`src/sv/tsp_pkg.sv`:
```
// shared types, constants and codes of the tcp source port learner
// depends on nothing; every other file of the block imports it
package tsp_pkg;

  // table and frame sizing
  localparam int TABLE_DEPTH     = 128;
  localparam int MAX_FRAME_BYTES = 2048;
  localparam int FIFO_DEPTH      = 4;

  // frame layout
  localparam int ETH_HDR_BYTES = 14;
  localparam int SRC_IP_FIRST  = 26;
  localparam int SRC_IP_LAST   = 29;

  // derived widths
  localparam int POS_W  = $clog2(MAX_FRAME_BYTES + 1);
  localparam int CMP_W  = ((POS_W > 7) ? POS_W : 7) + 1;
  localparam int CNT_W  = $clog2(TABLE_DEPTH + 1);
  localparam int ADDR_W = (TABLE_DEPTH > 1) ? $clog2(TABLE_DEPTH) : 1;
  localparam int FPTR_W = (FIFO_DEPTH > 1) ? $clog2(FIFO_DEPTH) : 1;
  localparam int FCNT_W = $clog2(FIFO_DEPTH + 1);

  // configuration register indexes
  localparam logic [1:0] CFG_MATCH_SOURCE_IP  = 2'd0;
  localparam logic [1:0] CFG_PORT_LOWER_BOUND = 2'd1;
  localparam logic [1:0] CFG_PORT_UPPER_BOUND = 2'd2;

  // configuration reset values
  localparam logic [31:0] RST_MATCH_SOURCE_IP  = 32'h7F00_0001;
  localparam logic [15:0] RST_PORT_LOWER_BOUND = 16'd8000;
  localparam logic [15:0] RST_PORT_UPPER_BOUND = 16'd8999;

  typedef struct packed {
    logic [7:0] frame_byte;
    logic       last_byte;
  } in_item_t;

  typedef struct packed {
    logic        new_port;
    logic [15:0] learned_port;
    logic        table_full;
    logic        frame_short;
  } out_item_t;

  typedef struct packed {
    logic [31:0] match_source_ip;
    logic [15:0] port_lower_bound;
    logic [15:0] port_upper_bound;
  } cfg_t;

  // one classified frame, queued between parser and table
  typedef struct packed {
    logic [15:0] port;
    logic        frame_short;
    logic        lookup;
  } frame_rec_t;

  typedef struct packed {
    logic full;
    logic valid;
  } fifo_status_t;

  typedef struct packed {
    logic [CNT_W-1:0] entry_count;
    logic             busy;
  } tbl_status_t;

  typedef enum logic [1:0] {
    ST_IDLE,
    ST_READ,
    ST_CMP
  } tbl_state_e;

endpackage

```
`src/sv/tcp_source_port_learner.sv`:
```
// top level of the tcp source port learner: configuration registers,
// parser, frame queue and port table search; uses tsp_pkg and all tsp_ modules
//
// Frame bytes enter one per cycle on the input channel; in_stall_o rises
// only while the four-deep frame queue is full. Each frame's last byte
// yields exactly one result beat. A frame whose source address and port
// pass the configured filter is searched in the learned table, one stored
// entry at a time (registered table read, then compare), until a hit or
// the fill count of the 128-entry table is reached. Short, rejected and
// unchecked frames skip the search. Frames shorter than the search time
// back up in the queue and then stall the input. The table needs no
// clearing pass; only entries below the fill count are ever read.
module tcp_source_port_learner (
  input  logic               clk_i,
  input  logic               rst_ni,
  // frame byte input
  input  logic               in_valid_i,
  output logic               in_stall_o,
  input  tsp_pkg::in_item_t  in_item_i,
  // result output
  output logic               out_valid_o,
  input  logic               out_stall_i,
  output tsp_pkg::out_item_t out_item_o,
  // configuration write port
  input  logic               cfg_we_i,
  input  logic [1:0]         cfg_index_i,
  input  logic [31:0]        cfg_wdata_i
);
  import tsp_pkg::*;

  cfg_t         cfg_q;
  logic         in_accept;
  logic         push;
  logic         pop;
  frame_rec_t   rec_in;
  frame_rec_t   rec_out;
  fifo_status_t fifo_st;
  tbl_status_t  tbl_st;

  // configuration registers, unknown indexes are dropped
  always_ff @(posedge clk_i or negedge rst_ni) begin
    if (!rst_ni) begin
      cfg_q.match_source_ip  <= RST_MATCH_SOURCE_IP;
      cfg_q.port_lower_bound <= RST_PORT_LOWER_BOUND;
      cfg_q.port_upper_bound <= RST_PORT_UPPER_BOUND;
    end else if (cfg_we_i) begin
      unique case (cfg_index_i)
        CFG_MATCH_SOURCE_IP:  cfg_q.match_source_ip  <= cfg_wdata_i;
        CFG_PORT_LOWER_BOUND: cfg_q.port_lower_bound <= cfg_wdata_i[15:0];
        CFG_PORT_UPPER_BOUND: cfg_q.port_upper_bound <= cfg_wdata_i[15:0];
        default: ;
      endcase
    end
  end

  // input side stalls only on a full frame queue
  assign in_stall_o = fifo_st.full;
  assign in_accept  = in_valid_i && !in_stall_o;

  tsp_parser u_parser (
    .clk_i     (clk_i),
    .rst_ni    (rst_ni),
    .accept_i  (in_accept),
    .in_item_i (in_item_i),
    .cfg_i     (cfg_q),
    .push_o    (push),
    .rec_o     (rec_in)
  );

  tsp_fifo u_fifo (
    .clk_i    (clk_i),
    .rst_ni   (rst_ni),
    .push_i   (push),
    .rec_i    (rec_in),
    .pop_i    (pop),
    .rec_o    (rec_out),
    .status_o (fifo_st)
  );

  tsp_table u_table (
    .clk_i       (clk_i),
    .rst_ni      (rst_ni),
    .rec_valid_i (fifo_st.valid),
    .rec_i       (rec_out),
    .pop_o       (pop),
    .out_valid_o (out_valid_o),
    .out_stall_i (out_stall_i),
    .out_item_o  (out_item_o),
    .status_o    (tbl_st)
  );

  // a frame never lands in a full queue
  assert property (@(posedge clk_i) disable iff (!rst_ni)
    push |-> !fifo_st.full)
    else $error("frame pushed into full queue");

  // the fill count only moves together with a new-port beat
  assert property (@(posedge clk_i) disable iff (!rst_ni)
    (tbl_st.entry_count != $past(tbl_st.entry_count))
      |-> (out_valid_o && out_item_o.new_port
           && (tbl_st.entry_count == $past(tbl_st.entry_count) + CNT_W'(1))))
    else $error("entry count changed without a new port");

  // fill count stays within the table
  assert property (@(posedge clk_i) disable iff (!rst_ni)
    tbl_st.entry_count <= CNT_W'(TABLE_DEPTH))
    else $error("entry count beyond table depth");

  // a short frame carries no port and no table outcome
  assert property (@(posedge clk_i) disable iff (!rst_ni)
    (out_valid_o && out_item_o.frame_short)
      |-> (out_item_o.learned_port == 16'd0 && !out_item_o.new_port
           && !out_item_o.table_full))
    else $error("short frame with port outcome");

endmodule

```
`src/sv/tsp_parser.sv`:
```
// front end: walks frame bytes, captures source address and tcp port,
// classifies the frame on its last byte; uses tsp_pkg
module tsp_parser (
  input  logic                clk_i,
  input  logic                rst_ni,
  input  logic                accept_i,
  input  tsp_pkg::in_item_t   in_item_i,
  input  tsp_pkg::cfg_t       cfg_i,
  output logic                push_o,
  output tsp_pkg::frame_rec_t rec_o
);
  import tsp_pkg::*;

  logic [POS_W-1:0] pos_q, pos_d;
  logic [5:0]       ihl_q, ihl_d;
  logic [31:0]      ip_q, ip_d;
  logic [15:0]      port_q, port_d;

  logic             pos_lt_max;
  logic [5:0]       ihl_cur;
  logic [CMP_W-1:0] port_hi;
  logic [CMP_W-1:0] pos_x;
  logic [31:0]      ip_nx;
  logic [15:0]      port_nx;
  logic [7:0]       b;
  logic             is_short;
  logic             is_last;

  always_comb begin
    b          = in_item_i.frame_byte;
    pos_lt_max = (pos_q < POS_W'(MAX_FRAME_BYTES));
    pos_x      = CMP_W'(pos_q);
    ihl_cur    = (pos_lt_max && (pos_q == POS_W'(ETH_HDR_BYTES)))
                 ? {b[3:0], 2'b00} : ihl_q;
    port_hi    = CMP_W'(ETH_HDR_BYTES) + CMP_W'(ihl_cur);
    ip_nx      = ip_q;
    port_nx    = port_q;
    pos_d      = pos_q;
    ihl_d      = ihl_q;
    if (pos_lt_max) begin
      ihl_d = ihl_cur;
      if ((pos_x >= CMP_W'(SRC_IP_FIRST)) && (pos_x <= CMP_W'(SRC_IP_LAST))) begin
        ip_nx = {ip_q[23:0], b};
      end
      if ((pos_x >= CMP_W'(ETH_HDR_BYTES)) && (pos_x == port_hi)) begin
        port_nx = {b, port_nx[7:0]};
      end
      if ((pos_x >= CMP_W'(ETH_HDR_BYTES)) && (pos_x == port_hi + CMP_W'(1))) begin
        port_nx = {port_nx[15:8], b};
      end
      pos_d = pos_q + POS_W'(1);
    end
    // port high byte at or after this byte, or address not complete
    is_short = (pos_x <= port_hi) || (pos_x < CMP_W'(SRC_IP_LAST));
    is_last  = in_item_i.last_byte;

    rec_o.frame_short = is_short;
    rec_o.port        = is_short ? 16'd0 : port_nx;
    rec_o.lookup      = !is_short && (ip_nx == cfg_i.match_source_ip)
                        && (port_nx > cfg_i.port_lower_bound)
                        && (port_nx < cfg_i.port_upper_bound);
    push_o            = accept_i && is_last;

    ip_d   = ip_nx;
    port_d = port_nx;
    if (is_last) begin
      pos_d  = '0;
      ihl_d  = '0;
      ip_d   = '0;
      port_d = '0;
    end
  end

  always_ff @(posedge clk_i or negedge rst_ni) begin
    if (!rst_ni) begin
      pos_q  <= '0;
      ihl_q  <= '0;
      ip_q   <= '0;
      port_q <= '0;
    end else if (accept_i) begin
      pos_q  <= pos_d;
      ihl_q  <= ihl_d;
      ip_q   <= ip_d;
      port_q <= port_d;
    end
  end

endmodule

```
`src/sv/tsp_fifo.sv`:
```
// short queue of classified frames between parser and table search
// uses tsp_pkg
module tsp_fifo (
  input  logic                  clk_i,
  input  logic                  rst_ni,
  input  logic                  push_i,
  input  tsp_pkg::frame_rec_t   rec_i,
  input  logic                  pop_i,
  output tsp_pkg::frame_rec_t   rec_o,
  output tsp_pkg::fifo_status_t status_o
);
  import tsp_pkg::*;

  frame_rec_t        slots_q [FIFO_DEPTH];
  logic [FPTR_W-1:0] wr_ptr_q, rd_ptr_q;
  logic [FCNT_W-1:0] count_q;

  function automatic logic [FPTR_W-1:0] ptr_next(input logic [FPTR_W-1:0] p);
    ptr_next = (p == FPTR_W'(FIFO_DEPTH - 1)) ? '0 : p + FPTR_W'(1);
  endfunction

  assign rec_o          = slots_q[rd_ptr_q];
  assign status_o.valid = (count_q != '0);
  assign status_o.full  = (count_q == FCNT_W'(FIFO_DEPTH));

  always_ff @(posedge clk_i) begin
    if (push_i) begin
      slots_q[wr_ptr_q] <= rec_i;
    end
  end

  always_ff @(posedge clk_i or negedge rst_ni) begin
    if (!rst_ni) begin
      wr_ptr_q <= '0;
      rd_ptr_q <= '0;
      count_q  <= '0;
    end else begin
      if (push_i) begin
        wr_ptr_q <= ptr_next(wr_ptr_q);
      end
      if (pop_i) begin
        rd_ptr_q <= ptr_next(rd_ptr_q);
      end
      if (push_i && !pop_i) begin
        count_q <= count_q + FCNT_W'(1);
      end else if (!push_i && pop_i) begin
        count_q <= count_q - FCNT_W'(1);
      end
    end
  end

endmodule

```
`src/sv/tsp_table.sv`:
```
// back end: searches the learned port table entry by entry (read, then compare),
// appends unseen ports and holds the result beat; uses tsp_pkg
module tsp_table (
  input  logic                 clk_i,
  input  logic                 rst_ni,
  input  logic                 rec_valid_i,
  input  tsp_pkg::frame_rec_t  rec_i,
  output logic                 pop_o,
  output logic                 out_valid_o,
  input  logic                 out_stall_i,
  output tsp_pkg::out_item_t   out_item_o,
  output tsp_pkg::tbl_status_t status_o
);
  import tsp_pkg::*;

  logic [15:0] mem [TABLE_DEPTH];

  tbl_state_e       state_q, state_d;
  logic [CNT_W-1:0] idx_q, idx_d;
  logic [CNT_W-1:0] count_q, count_d;
  logic [15:0]      port_q, port_d;
  logic [15:0]      rd_q;
  logic             out_valid_q, out_valid_d;
  out_item_t        out_q, out_d;

  logic out_free;
  logic start;
  logic at_end;
  logic has_room;
  logic hit;
  logic rd_en;
  logic wr_en;
  logic load;

  always_comb begin
    out_free = !out_valid_q || !out_stall_i;
    start    = rec_valid_i && out_free;
    at_end   = (idx_q == count_q);
    has_room = (count_q < CNT_W'(TABLE_DEPTH));
    hit      = (rd_q == port_q);
  end

  // next state
  always_comb begin
    state_d = state_q;
    unique case (state_q)
      ST_IDLE: begin
        if (start && rec_i.lookup) begin
          state_d = ST_READ;
        end
      end
      ST_READ: begin
        state_d = at_end ? ST_IDLE : ST_CMP;
      end
      ST_CMP: begin
        state_d = hit ? ST_IDLE : ST_READ;
      end
      default: state_d = ST_IDLE;
    endcase
  end

  // datapath and outputs
  always_comb begin
    pop_o   = 1'b0;
    rd_en   = 1'b0;
    wr_en   = 1'b0;
    load    = 1'b0;
    idx_d   = idx_q;
    count_d = count_q;
    port_d  = port_q;
    out_d   = out_q;
    unique case (state_q)
      ST_IDLE: begin
        pop_o = start;
        if (start) begin
          if (rec_i.lookup) begin
            port_d = rec_i.port;
            idx_d  = '0;
          end else begin
            load              = 1'b1;
            out_d.new_port     = 1'b0;
            out_d.learned_port = rec_i.port;
            out_d.table_full   = 1'b0;
            out_d.frame_short  = rec_i.frame_short;
          end
        end
      end
      ST_READ: begin
        if (at_end) begin
          // port not seen: append or report a full table
          load               = 1'b1;
          wr_en              = has_room;
          out_d.new_port     = has_room;
          out_d.learned_port = port_q;
          out_d.table_full   = !has_room;
          out_d.frame_short  = 1'b0;
          if (has_room) begin
            count_d = count_q + CNT_W'(1);
          end
        end else begin
          rd_en = 1'b1;
        end
      end
      ST_CMP: begin
        if (hit) begin
          load               = 1'b1;
          out_d.new_port     = 1'b0;
          out_d.learned_port = port_q;
          out_d.table_full   = 1'b0;
          out_d.frame_short  = 1'b0;
        end else begin
          idx_d = idx_q + CNT_W'(1);
        end
      end
      default: ;
    endcase
    if (load) begin
      out_valid_d = 1'b1;
    end else if (!out_stall_i) begin
      out_valid_d = 1'b0;
    end else begin
      out_valid_d = out_valid_q;
    end
  end

  always_ff @(posedge clk_i) begin
    if (rd_en) begin
      rd_q <= mem[idx_q[ADDR_W-1:0]];
    end
    if (wr_en) begin
      mem[count_q[ADDR_W-1:0]] <= port_q;
    end
  end

  always_ff @(posedge clk_i or negedge rst_ni) begin
    if (!rst_ni) begin
      state_q     <= ST_IDLE;
      idx_q       <= '0;
      count_q     <= '0;
      out_valid_q <= 1'b0;
    end else begin
      state_q     <= state_d;
      idx_q       <= idx_d;
      count_q     <= count_d;
      out_valid_q <= out_valid_d;
    end
  end

  always_ff @(posedge clk_i) begin
    port_q <= port_d;
    out_q  <= out_d;
  end

  assign out_valid_o          = out_valid_q;
  assign out_item_o           = out_q;
  assign status_o.entry_count = count_q;
  assign status_o.busy        = (state_q != ST_IDLE);

endmodule

```
`config.mk`:
```
export PLATFORM = sky130hd
export DESIGN_NAME = tcp_source_port_learner
export DESIGN_NICKNAME = d
export VERILOG_FILES = /design/src/sv/tsp_pkg.sv /design/src/sv/tcp_source_port_learner.sv /design/src/sv/tsp_parser.sv /design/src/sv/tsp_fifo.sv /design/src/sv/tsp_table.sv
export SDC_FILE = /design/constraint.sdc
export NUM_CORES = 2
export LEC_CHECK = 0
export BUFFER_PORTS_ARGS = -buffer_cell sky130_fd_sc_hd__clkbuf_2
export CAP_MARGIN = 40
export CORE_UTILIZATION = 50
export DETAILED_ROUTE_END_ITERATION = 10
export PLACE_DENSITY = 0.65
export REMOVE_ABC_BUFFERS = 1
export SETUP_SLACK_MARGIN = 0.05
export SYNTH_ARGS = -nofsm -noshare
export SYNTH_HDL_FRONTEND = slang
export SYNTH_SLANG_ARGS = --single-unit
```
`constraint.sdc`:
```
create_clock -name clk_i -period 7.9 [get_ports clk_i]
set_input_delay 1.58 -clock clk_i [delete_from_list [all_inputs] [get_ports clk_i]]
set_output_delay 1.58 -clock clk_i [all_outputs]
set_load 0.005 [all_outputs]
```
* After elaboration in Yosys (flattened, before gate mapping)
Memory sizes are Yosys's and may differ from the RTL's. A register that Yosys moved wholly into a read port is not among the register bits. Cells that the tools add are included.
Operators by class: magnitude comparators 9, add/sub/neg operators 9, mux-type cells 46, equal/unequal tests 21, reduce and logical (&&, ||, !) cells 37
Operator list (number):
- 2-to-1 mux 32 bit | 3
- 2-to-1 mux 19 bit | 4
- 2-to-1 mux 16 bit | 4
- case mux 19 bit (3 select lines) | 1
- equality test 32 bit | 1
- 2-to-1 mux 8 bit | 4
- equality test 12 x 13 -> 1 bit | 2
- 2-to-1 mux 12 bit | 2
- 2-to-1 mux 6 bit | 3
- adder 8 x 1 -> 8 bit, second input constant | 2
- equality test 16 bit | 1
- greater-than comparator 16 bit | 1
- < comparator 16 bit | 1
- 2-to-1 mux 1 bit | 16
- case mux 8 bit (2 select lines) | 1
- adder 13 x 1 -> 13 bit, second input constant | 1
- <= comparator 12 x 13 -> 1 bit | 1
- logical AND 1 bit | 13
- adder 12 x 1 -> 12 bit, second input constant | 1
- equality test 12 x 4 -> 1 bit, second input constant | 1
- >= comparator 12 x 4 -> 1 bit, second input constant | 1
- >= comparator 12 x 5 -> 1 bit, second input constant | 1
- <= comparator 12 x 5 -> 1 bit, second input constant | 1
- < comparator 12 bit, second input constant | 1
- other kinds (25) | 55
Word-level totals: bits in writable memories 2120, memories 2, input bits 48, bits in registers 191
Memory list:
- u_table.mem | depth 128, width 16, rd ports 1, clocked after memory_dff 1, wr ports 1, line tsp_table.sv:16 | logic [15:0] mem [TABLE_DEPTH];
- u_fifo.slots_q | depth 4, width 18, rd ports 1, clocked after memory_dff 0, wr ports 1, line tsp_fifo.sv:14 | frame_rec_t slots_q [FIFO_DEPTH];

* Logic depth before layout (Yosys ltp)
word-level depth 12, depth in mapped cells 25, depth with buffers taken out 21

* Modules after synthesis
Synthesis repeated with hierarchy kept, for this count alone.
Second synthesis, totals: cells, all modules 4799, area total of the unflattened synthesis 93285.7 um2
By module, submodules not included:
- tsp_table | area each 82041.2 um2, times used 1, cells each 3820
- tsp_parser | area each 5780.5 um2, times used 1, cells each 711
- tsp_fifo | area each 3012.9 um2, times used 1, cells each 131
- tcp_source_port_learner | area each 2451.1 um2, times used 1, cells each 137

* Worst setup path after synthesis
OpenSTA, ideal clock, no wires.
path kind register to register, start register u_parser.pos_q[5], end memory u_fifo.slots_q[0][0] (netlist name), data pin, cell stages (with the launch flop) 24, setup slack 2067 ps, period minus slack after synthesis 5833 ps, data arrival time 5685 ps, buffers on the path 4, cells stage by stage dfrtp_1 > buf_6 > or4_1 > buf_2 > or4_4 > buf_6 > mux2i_1 > ha_1 > nor2b_1 > nor3_1 > nand2b_1 > a311oi_1 > xor2_1 > a2111oi_4 > buf_6 > mux2_2 > ha_1 > nand4_1 > o41ai_1 > a31oi_1 > o221ai_1 > or4_1 > nor4_1 > o2111a_1
RTL lines:
- from (decl) | line tsp_parser.sv:14 | logic [POS_W-1:0] pos_q, pos_d;
- from (signal assigned) | line tsp_parser.sv:81 | pos_q <= pos_d;
- to (decl) | line tsp_fifo.sv:14

==> results.cfg <==
[status]
status = finished, final reports clean

[drt]
routed_wl_um = 216000
viasPerCell = 6.09
antenna_left = 0
wire_per_inst_um = 29.9
drtIter0Drc = 4869
drt_pre_antenna_iters = 5
vias = 44000
drc = 0

[clock_network]
ctsHoldBuffers = 0
postCtsSetupBuffers = 0
cts.sinks = 2327
clk_latency_ns = 0.88
clkSlewWorstSetupHoldPaths_ns = 0.07
cts.repair.resized = 0
numCtsBuffers = 223
tritoncts = built
cts-root-buf = clkbuf_16
clockBufferDepth = 3
htree_num_levels = 4

[floorplan]
die_area_um2 = 186000
placementRows = 157
core_area_um2 = 183000
die_y_um = 431
dieWidth_um = 431
ioPinCount = 69
start_util = 0.504

[critical_path]
critPathCaptureType = register
path_max_fanout = 12
cpPeakStageDelay_ns = 0.66
cp-start-kind = register
critPathKind = reg -> reg
slowest_stage = or4_1
worstPathArrival_ns = 7.33
cp_cell_sequence = or4_1, or4_4, mux2i_1, ha_1, nor2b_1, and3b_1, a2111oi_0, a311oi_1, xor2_1, a2111oi_4, mux2_2, ha_1, nand4_1, o41ai_1, a31oi_1, o221ai_1, or4_1, nor4_1, o2111a_1
crit_required_ns = 8.60
r2r-start = u_parser.pos_q[5]
startpoint = u_parser.pos_q[5]

[yosys]
yosysTopAreaCellShare = 0.707
avgSynthCellArea_um2 = 21.6
synth_largest_area_cell = edfxtp_1
synth_area_leaders = edfxtp_1 (71%), mux4_2 (17%), dfrtp_1 (3.7%), mux2_2 (1.1%), ha_1 (0.73%)
yosysWarnings = 0
synth_flop_cell = edfxtp_1
synth_edf_count = 2171
async_flop_share = 0.0670
ys_seq_elements = 2327
syn-instance-count = 4273
synthesis.area_um2 = 92200
ys_seq_area_frac = 0.750
ys_types = 68

[sta]
slew_viol_final = 0
timing.final.crit_share = 0.840
worst_pin_slew_ns = 1.01
maxSlewHeadroom = 0.324
final-hold-violation-count = 0
finClkSkew_ns = 0.0334
setup_violations = 0
tns_ns = 0
max_freq_mhz = 151
fin_crit_ns = 6.64
grt_setup_unrepaired = false

[place]
io_buffers = 68
place.gp.congestion = 0.810
dpl.hpwl_um = 126000

[power]
p_int_mw = 23.3
total_leakage_power_nw = 33.1
combPwrFrac = 0.226
vdd_ir_drop_max_v = 0.000315
power_frac_seq = 0.457
p_sw_mw = 8.74
p_clk_frac = 0.317
p_per_area_nw_per_um2 = 309
netSwitchingFraction = 0.272

[hold_path]
hold_path.class = reg -> reg
min-delay-start = u_parser.port_q[10]

[layout]
post-route-util = 0.568
synthToLayoutAreaGrowth_pct = 12.7
drive_above_1_share = 0.306
finalNetCount = 4670

[global_routing]
met1_usage = 0.337
grt_max_degree = 133
grt-busiest-layer = met2
antenna_found_initial = 15
grtUsageMet2 = 0.376
grt_usage = 0.236
overflow = 0
grt_pass1_wl_um = 315000
grt_pass1_vias = 44600
use_met3 = 0.0422

[run]
maxCapViolCount = 0
state kept, by name, indices dropped and copies added (netlist names):
name and flops:
u_table.mem 2048, u_fifo.slots_q 72, cfg_q 64, u_parser.ip_q 32, u_table.out_item_o 19, u_parser.port_q 16
u_table.port_q 16, u_table.rd_q 16, u_parser.pos_q 12, u_table.count_q 8, u_table.idx_q 8, u_parser.ihl_q 6
u_fifo.count_q 3, u_fifo.rd_ptr_q 2, u_fifo.wr_ptr_q 2, u_table.state_q 2, u_table.out_valid_o 1
cells by family after synthesis:
family,after synthesis,share of synthesized area
AOI/OAI and AO/OA,211,0.0146
xor gates and xnor gates,74,0.00703
adders and majority gates,56,0.00765
buffers and inverters,308,0.0129
DFF,2327,0.750
muxes,809,0.183
and+or+nand+nor,488,0.0256
critical path: cells and delay by family, from the launching register on:
kind                     cells  cell delay (ns)
flip-flops                   1             0.49
XOR/XNOR                     1             0.15
adder cells (fa/ha/maj)      2             0.68
AND/OR/NAND/NOR              7             2.81
multiplexers                 2             0.64
AO/OA/AOI/OAI                7             1.68
power by group through the flow:
| stage | Combinational [mW] | Sequential [mW] | Clock, mW |
|---|---|---|---|
| 3_3_place_gp | 7.15 | 14.9 | 0 |
| 5_1_grt | 7.70 | 14.7 | 10.8 |
| 3_5_place_dp | 7.33 | 14.9 | 0 |
| 2_1_floorplan | 5.60 | 15.7 | 0 |
| 4_1_cts | 7.35 | 14.7 | 10.3 |
| 6_report | 7.24 | 14.7 | 10.2 |
placed cells by master, fill, tap and decap left out, drive strengths merged, types with 20 or more instances in the layout:
master,n
dfrtp,135
ha,54
mux2i,33
xor2,43
a21oi,22
clkbuf,353
mux2,87
edfxtp,2171
o21ai,91
dfstp,21
nand2,120
buf,227
nand3,21
xnor2,31
a22oi,32
and2,20
nor2b,36
clkinv,110
mux4,689
nor2,174
inv,90
Yosys cell counts, drive strengths merged (21+ instances only):
cell type     n
buf          54
nor2        174
xor2         43
inv          83
nand3        21
dfstp        21
a22oi        32
edfxtp     2171
mux2         87
mux4        689
ha           54
nand2       120
dfrtp       135
nor2b        36
o21ai        91
mux2i        33
clkbuf      171
a21oi        22
xnor2        31
per-stage QoR:
step | setup slack [ns] | area, um^2 | hold slack [ns] | total power, mW | cells
floorplan | -14.11 | 91300 | 0.450 | 21.3 | 4048
finish | 1.26 | 104000 | 0.486 | 32.1 | 7227
CTS | 1.25 | 104000 | 0.487 | 32.4 | 7224
global placement | 1.32 | 96500 | 0.470 | 22.1 | 6783
detailed placement | 1.18 | 97000 | 0.475 | 22.3 | 6806
global route | 0.879 | 104000 | 0.511 | 33.2 | 7225
layout make-up:
| cell class | instances | area [um^2] |
|---|---|---|
| antenna | 3 | 7.51 |
| clock buffer | 286 | 5910 |
| clock inverter | 132 | 1010 |
| fill | 13500 | 79100 |
| inverter | 83 | 312 |
| multi-input combinational | 1638 | 22000 |
| sequential | 2327 | 69100 |
| tap | 2464 | 3080 |
| timing repair buffer | 294 | 2470 |
routing by layer:
layer | wire [um] | share of wire
met5 | 27 | 0.00012
met1 | 89200 | 0.41
met3 | 15600 | 0.072
met2 | 106000 | 0.49
met4 | 5680 | 0.026
worst paths after layout:
check / to / slack, ns / cells past startpoint
max: u_fifo.slots_q[3][0] / 1.26 / 19
max reg2reg: u_fifo.slots_q[3][0] / 1.26 / 19
min reg2reg: u_parser.port_q[10] / 0.49 / 2
min in group asynchronous: cfg_q[41] / 0.77 / 1
min: u_parser.port_q[10] / 0.49 / 2
max in group asynchronous: cfg_q[57] / 5.77 / 3
Note: power is estimated with default switching activity, not from simulation.
